File: src/design/dlc_div_pipe.sv
// Pipelined restoring divider, one quotient bit per stage, with overflow flag.
// No package dependencies.
module dlc_div_pipe #(
	parameter int NW = 56,
	parameter int DW = 41,
	parameter int QW = 17,
	parameter int SW = 1
) (
	input  logic          clk,
	input  logic          arst_n,
	input  logic          en,
	input  logic          in_vld,
	input  logic [NW-1:0] num,
	input  logic [DW-1:0] den,
	input  logic [SW-1:0] side,
	output logic          out_vld,
	output logic [QW-1:0] quo,
	output logic [DW-1:0] rem,
	output logic [DW-1:0] den_o,
	output logic          ovf,
	output logic [SW-1:0] side_o
);
	localparam int CW = ((NW > DW + QW) ? NW : DW + QW) + 1;

	logic [CW-1:0] rem_s  [0:QW];
	logic [QW-1:0] quo_s  [0:QW];
	logic [DW-1:0] den_s  [0:QW];
	logic          ovf_s  [0:QW];
	logic [SW-1:0] side_s [0:QW];
	logic          vld_s  [0:QW];

	always_ff @(posedge clk or negedge arst_n) begin
		if (!arst_n) begin
			vld_s[0] <= 1'b0;
		end else if (en) begin
			vld_s[0] <= in_vld;
		end
	end

	// quotient too big for QW bits (also catches a zero divisor)
	always_ff @(posedge clk) begin
		if (en) begin
			rem_s[0]  <= CW'(num);
			quo_s[0]  <= '0;
			den_s[0]  <= den;
			side_s[0] <= side;
			ovf_s[0]  <= CW'(num) >= (CW'(den) << QW);
		end
	end

	for (genvar j = 1; j <= QW; j++) begin : g_stage
		localparam int B = QW - j;
		logic [CW-1:0] trial;
		logic          take;

		assign trial = CW'(den_s[j-1]) << B;
		assign take  = rem_s[j-1] >= trial;

		always_ff @(posedge clk or negedge arst_n) begin
			if (!arst_n) begin
				vld_s[j] <= 1'b0;
			end else if (en) begin
				vld_s[j] <= vld_s[j-1];
			end
		end

		always_ff @(posedge clk) begin
			if (en) begin
				rem_s[j]  <= take ? rem_s[j-1] - trial : rem_s[j-1];
				quo_s[j]  <= quo_s[j-1] | (take ? (QW'(1) << B) : QW'(0));
				den_s[j]  <= den_s[j-1];
				ovf_s[j]  <= ovf_s[j-1];
				side_s[j] <= side_s[j-1];
			end
		end
	end

	assign out_vld = vld_s[QW];
	assign quo     = quo_s[QW];
	assign rem     = DW'(rem_s[QW]);
	assign den_o   = den_s[QW];
	assign ovf     = ovf_s[QW];
	assign side_o  = side_s[QW];
endmodule

File: config.mk
export PLATFORM = sky130hd
export DESIGN_NAME = dlc_div_pipe
export DESIGN_NICKNAME = d
export VERILOG_FILES = /design/src/design/dlc_div_pipe.sv
export SDC_FILE = /design/constraint.sdc
export NUM_CORES = 2
export LEC_CHECK = 0
export BUFFER_PORTS_ARGS = -buffer_cell sky130_fd_sc_hd__buf_2
export CAP_MARGIN = 30
export CORE_ASPECT_RATIO = 0.75
export CORE_MARGIN = 3
export CORE_UTILIZATION = 59
export CTS_BUF_LIST = sky130_fd_sc_hd__clkbuf_4
export DETAILED_ROUTE_END_ITERATION = 16
export PLACE_DENSITY_LB_ADDON = 0.15
export SLEW_MARGIN = 20
export SYNTH_ARGS = -nofsm -noshare
export SYNTH_HDL_FRONTEND = slang
export SYNTH_SLANG_ARGS = --single-unit
File: constraint.sdc
create_clock -name clk -period 5.4 [get_ports clk]
set_clock_uncertainty 0.05 [all_clocks]
set_input_delay 1.62 -clock clk [delete_from_list [all_inputs] [get_ports clk]]
set_output_delay 1.62 -clock clk [all_outputs]
set_load 0.01 [all_outputs]
# [Yosys cells after proc, flatten, opt, wreduce, memory -nomap -nowiden]
# Memory sizes are Yosys's and may differ from the RTL's.
# Cells that the tools add are included.
[op_classes] add_sub_neg=17 order_cmp=18 n_mux=36 bitwise=17
[ops] cell="$mux W59" n=17
[ops] cell="$ge A59 B41 Y1" n=1
[ops] cell="$ge A59 B42 Y1" n=1
[ops] cell="$ge A59 B43 Y1" n=1
[ops] cell="$ge A59 B44 Y1" n=1
[ops] cell="$ge A59 B45 Y1" n=1
[ops] cell="$ge A59 B46 Y1" n=1
[ops] cell="$ge A59 B47 Y1" n=1
[ops] cell="$ge A59 B48 Y1" n=1
[ops] cell="$ge A59 B49 Y1" n=1
[ops] cell="$ge A59 B50 Y1" n=1
[ops] cell="$ge A59 B51 Y1" n=1
[ops] cell="$ge A59 B52 Y1" n=1
[ops] cell="$ge A59 B53 Y1" n=1
[ops] cell="$ge A59 B54 Y1" n=1
[ops] cell="$ge A59 B55 Y1" n=1
[ops] cell="$ge A59 B56 Y1" n=1
[ops] cell="$ge A59 B57 Y1" n=1
[ops] cell="$sub A59 B41 Y59" n=1
[ops] cell="$sub A59 B42 Y59" n=1
[ops] cell="$sub A59 B43 Y59" n=1
[ops] cell="$sub A59 B44 Y59" n=1
[ops] cell="$sub A59 B45 Y59" n=1
[ops] cell="$sub A59 B46 Y59" n=1
[ops] cell="other kinds (46)" n=48
[totals] reg_bits=18 ram_bits=2142 in_bits=102 out_inout_bits=102 wordCells=111 n_memories=5
[mem_list] memory="rem_s" depth=18 width=59 read_ports=18 rd_clocked_by_memory_dff=0 write_ports=18 line="25" source="logic [CW-1:0] rem_s [0:QW];"
[mem_list] memory="den_s" depth=18 width=41 read_ports=18 rd_clocked_by_memory_dff=0 write_ports=18 line="27" source="logic [DW-1:0] den_s [0:QW];"
[mem_list] memory="quo_s" depth=18 width=17 read_ports=18 rd_clocked_by_memory_dff=0 write_ports=18 line="26" source="logic [QW-1:0] quo_s [0:QW];"
[mem_list] memory="ovf_s" depth=18 width=1 read_ports=18 rd_clocked_by_memory_dff=0 write_ports=18 line="28" source="logic ovf_s [0:QW];"
[mem_list] memory="side_s" depth=18 width=1 read_ports=18 rd_clocked_by_memory_dff=0 write_ports=18 line="29" source="logic [SW-1:0] side_s [0:QW];"

# [Depth between registers and ports, before layout]
# An unclocked memory read counts as a cell.
[depth] depth_word=4 depth_mapped=17 ltp_nobuf=15

# [Worst setup path before layout]
# Ideal clock, no wire load.
[synth_timing] kind="register to register" from="memory den_s[11][0]" to="memory rem_s[12][53] (netlist name) (data pin)" t_arrival_ns=3.661 path_slack_ns=1.430 stages_incl_launch_ff=14 path_buffers=0 synth_period_minus_slack_ns=3.970 path_cell_list="edfxtp_1 > ha_1 > fa_1 > nand2b_1 > a21oi_1 > o21a_1 > a221o_1 > a21oi_1 > nor2_1 > a211oi_1 > o41ai_2 > nor4b_2 > o211ai_1 > xnor2_1"
[synth_rtl] item="start: declaration" line="27"
[synth_rtl] item="end: declaration" line="25"

==> reports/summary.txt <==
GLOBAL ROUTING
--------------------------------------------------------------------------------------------------------
Global route overflow                                                                                  0
Vias in the first global route                                                                     78800
Tot GR Track Use                                                                                   30.6%
Maximum number of pins on one net before global-route repair                                         116
Initial antenna violation count                                                                        9
Wire length of the first global-routing pass                                                   463000 µm

PWR
--------------------------------------------------------------------------------------------------------
Power per standard cell area                                                                  536 nW/µm²
Max IR drop VDD                                                                                 0.383 mV
Overall power                                                                                    65.7 mW
Lkg Pwr                                                                                          49.7 nW

LOGIC SYNTHESIS
--------------------------------------------------------------------------------------------------------
Unique masters post-synth                                                                             89
Cell taking the most area after synthesis                                                   sky130_fd_sc_hd__edfxtp_1
Number of flops mapped to enable cells by yosys                                                     1968
Mean Syn Cell Area                                                                              10.9 µm²
Proportion of synthesized chip area in sequential cells                                            53.1%
Synthesized instance count                                                                         10300
Cell types with the largest area share after synthesis                                      sky130_fd_sc_hd__edfxtp_1, sky130_fd_sc_hd__ha_1, sky130_fd_sc_hd__a21oi_1
Combined area of all synthesized cells                                                        112000 µm²
Most used flip-flop cell after synthesis                                                    sky130_fd_sc_hd__edfxtp_1
Total nets after synthesis                                                                         11200
Number of register bits inferred by synthesis                                                       1986
Synth top area share                                                                               52.7%
Async S/R FF share, synth                                                                         0.906%
Total number of yosys warnings                                                                         0

DRT
--------------------------------------------------------------------------------------------------------
Remaining antenna violation count after routing                                                        0
Number of remaining DRC errors                                                                         0
Number of design-rule violations left by the first detailed-router iteration                        8825
Per-cell via count in the routed design                                                             6.09
Total detailed-routing wirelength                                                              304000 µm
Pre-antenna DRT Iters                                                                                  6
Vias after detailed routing                                                                        83100
Routed wire per std cell                                                                         22.3 µm

CELLS AND AREA
--------------------------------------------------------------------------------------------------------
Area added between synthesis and finish                                                            9.26%
Share of post-route cells with drive strength above 1                                              11.5%
Finished layout cell area                                                                     122000 µm²
Layout net count                                                                                   11600

TIMING
--------------------------------------------------------------------------------------------------------
Tmin final                                                                                       5220 ps
Relative max-transition margin                                                                     31.8%
Hold Violations, Final                                                                                 0
Total count of max-transition violations in the final report                                           0
Worst-Margin Slew                                                                                1010 ps
Max Fclk                                                                                         192 MHz
Number of endpoints failing setup at the final stage                                                   0
Portion of the clock cycle consumed by the worst path in the final layout                          96.7%
Final Worst Setup Slack                                                                           180 ps
Unrepaired setup endpoints after global routing                                                    false
Accumulated negative setup slack                                                                    0 ps
Worst Hold Margin                                                                                 284 ps

PLACEMENT
--------------------------------------------------------------------------------------------------------
Dpl hpwl                                                                                       234000 µm
Pre-CTS WS                                                                                        525 ps
Number of port buffers                                                                               203
Final RePlAce weighted congestion                                                                  0.993
Placed cell areas                                                                             117000 µm²

FLOORPLANNING
--------------------------------------------------------------------------------------------------------
Die extent in x                                                                                   509 µm
Initial core utilization                                                                           59.8%
Std cell rows                                                                                        137
I/O Pins                                                                                             204
CORE AREA                                                                                     187000 µm²
Die area                                                                                      195000 µm²
Height of the die                                                                                 383 µm

CLOCKING
--------------------------------------------------------------------------------------------------------
Maximum level of the CTS H-tree                                                                        5
# hold bufs at CTS                                                                                     0
CTS tree                                                                                            done
Number of buffers inserted by post-CTS setup repair                                                    0
Later-pin clock latency in the skew report                                                       1270 ps
Cells resized by post-CTS repair                                                                       0
Clock buffer depth                                                                                     4
Post-CTS clock slew at the launch and capture registers of the worst setup and hold paths          70 ps
Cts bufs inserted                                                                                    471
Clk Tree Root Cell                                                                          sky130_fd_sc_hd__clkbuf_4
Clock sink count                                                                                    1986

WORST SETUP PATH
--------------------------------------------------------------------------------------------------------
Critical Path End Type                                                                          register
Worst path required time                                                                         6300 ps
R2R cell count                                                                                        14
Kind of launch point of the worst setup path                                                    register
Max FO, Critical Path                                                                                 41
Worst setup path class                                                                      register to register
CP arrival                                                                                       6120 ps

HOLD PATH
--------------------------------------------------------------------------------------------------------
Hold crit path type                                                                         input port to asynchronous set/reset pin

RUN
--------------------------------------------------------------------------------------------------------
Max-cap violations                                                                                     0

STATUS
--------------------------------------------------------------------------------------------------------
Outcome                                                                                     finished clean

==> cell usage after synthesis (186+ instances only) <==
cell type / instances
sky130_fd_sc_hd__edfxtp_1: 1968
sky130_fd_sc_hd__a21oi_1: 972
sky130_fd_sc_hd__inv_1: 924
sky130_fd_sc_hd__nand2_1: 787
sky130_fd_sc_hd__ha_1: 735
sky130_fd_sc_hd__o21ai_0: 675
sky130_fd_sc_hd__nor2_1: 638
sky130_fd_sc_hd__a21o_1: 463
sky130_fd_sc_hd__xnor2_1: 448
sky130_fd_sc_hd__xor2_1: 325
sky130_fd_sc_hd__clkbuf_1: 290
sky130_fd_sc_hd__nand3_1: 186
==> state kept, by name, summed over array words and instances (netlist names) <==
name and cells:
quo_s 153, ovf_s 18, vld_s 17, out_vld 1, den_s 738, side_s 18, rem_s 1041
==> logic make-up (layout without fill, tap and decap cells) <==
group	after synthesis	in the layout	synth area share (%)
simple gates	2537	2537	10.9
flops	1986	1986	53.1
mux	175	175	1.75
other cells	0	3	0
xor+xnor	773	773	6.04
buf+inv	1251	2095	4.20
fa+ha+maj	752	752	8.51
compound gates	2822	2822	15.5
==> critical path: stages (launching register included) <==
cell,delay (ps)
sky130_fd_sc_hd__edfxtp_1,410
sky130_fd_sc_hd__ha_1,250
sky130_fd_sc_hd__inv_1,90
sky130_fd_sc_hd__fa_1,250
sky130_fd_sc_hd__a21o_1,210
sky130_fd_sc_hd__a211oi_1,110
sky130_fd_sc_hd__nor4_1,460
sky130_fd_sc_hd__o21ai_0,370
sky130_fd_sc_hd__and2_1,340
sky130_fd_sc_hd__o31ai_1,510
sky130_fd_sc_hd__a221oi_1,250
sky130_fd_sc_hd__o41a_1,450
sky130_fd_sc_hd__o31ai_4,440
sky130_fd_sc_hd__buf_12,270
sky130_fd_sc_hd__mux2_2,370
==> final timing paths <==
check	start	to	slack, ps
worst max-delay path	den_s[1][0]$_DFFE_PP_	rem_s[2][22]$_DFFE_PP_	180
worst min-delay path	arst_n	vld_s[14]$_DFFE_PN0P_	280
worst max register to register	den_s[1][0]$_DFFE_PP_	rem_s[2][22]$_DFFE_PP_	180
worst min register to register	rem_s[7][7]$_DFFE_PP_	rem_s[8][7]$_DFFE_PP_	330
min in group clk	rem_s[7][7]$_DFFE_PP_	rem_s[8][7]$_DFFE_PP_	330
max in group asynchronous	arst_n	vld_s[15]$_DFFE_PN0P_	4720
==> layer usage <==
layer  wire (µm)  vias to the layer above  GRT usage [%]
li1            -                    39200              -
met1      137000                    39800           45.1
met2      132000                     3514           45.6
met3       27200                      541           6.44
met4        8640                        4           8.98
met5          26                        -              0
==> area by class of cell <==
type,count,area (µm²)
inverters,925,3470
multi-input cells,7059,48000
clock inverters,190,1020
repair buffers,335,2470
clock buffers,645,4840
diodes,3,7.51
flip-flops and latches,1986,59500
fillers,14700,64900
well taps,2502,3130
==> layout by cell type (no fill, tap or decap), drive strengths merged, types with 22 or more instances in the layout <==
master,n
a31oi,90
inv,932
ha,735
buf,334
or3,58
nand2b,75
o21a,86
edfxtp,1968
o31ai,56
o31a,30
a21boi,22
xnor2,448
clkbuf,646
nand4,176
nor2b,95
o21bai,103
and4,23
o211ai,40
xor2,325
nor3,140
nand3,186
nor2,638
and2,33
or2,29
a211oi,59
and3,82
mux2,171
a21oi,972
or4,29
nand2,787
clkinv,173
a211o,26
a21o,463
o21ai,680
nor4,96
==> per-stage QoR <==
step,instances,utilization (%)
after global routing,13600,65.4
after detailed placement,12800,62.2
after floorplan,10300,-
after CTS,13600,65.4
after global placement,12800,62.2
final,13600,65.4
==> power by group <==
| group | total (mW) | internal [mW] | switching [mW] |
|---|---|---|---|
| Combinational | 28.7 | 11.7 | 17.0 |
| Clock | 12.0 | 5.93 | 6.10 |
| Sequential | 24.9 | 22.1 | 2.87 |
(Power assumes the default switching activity.)
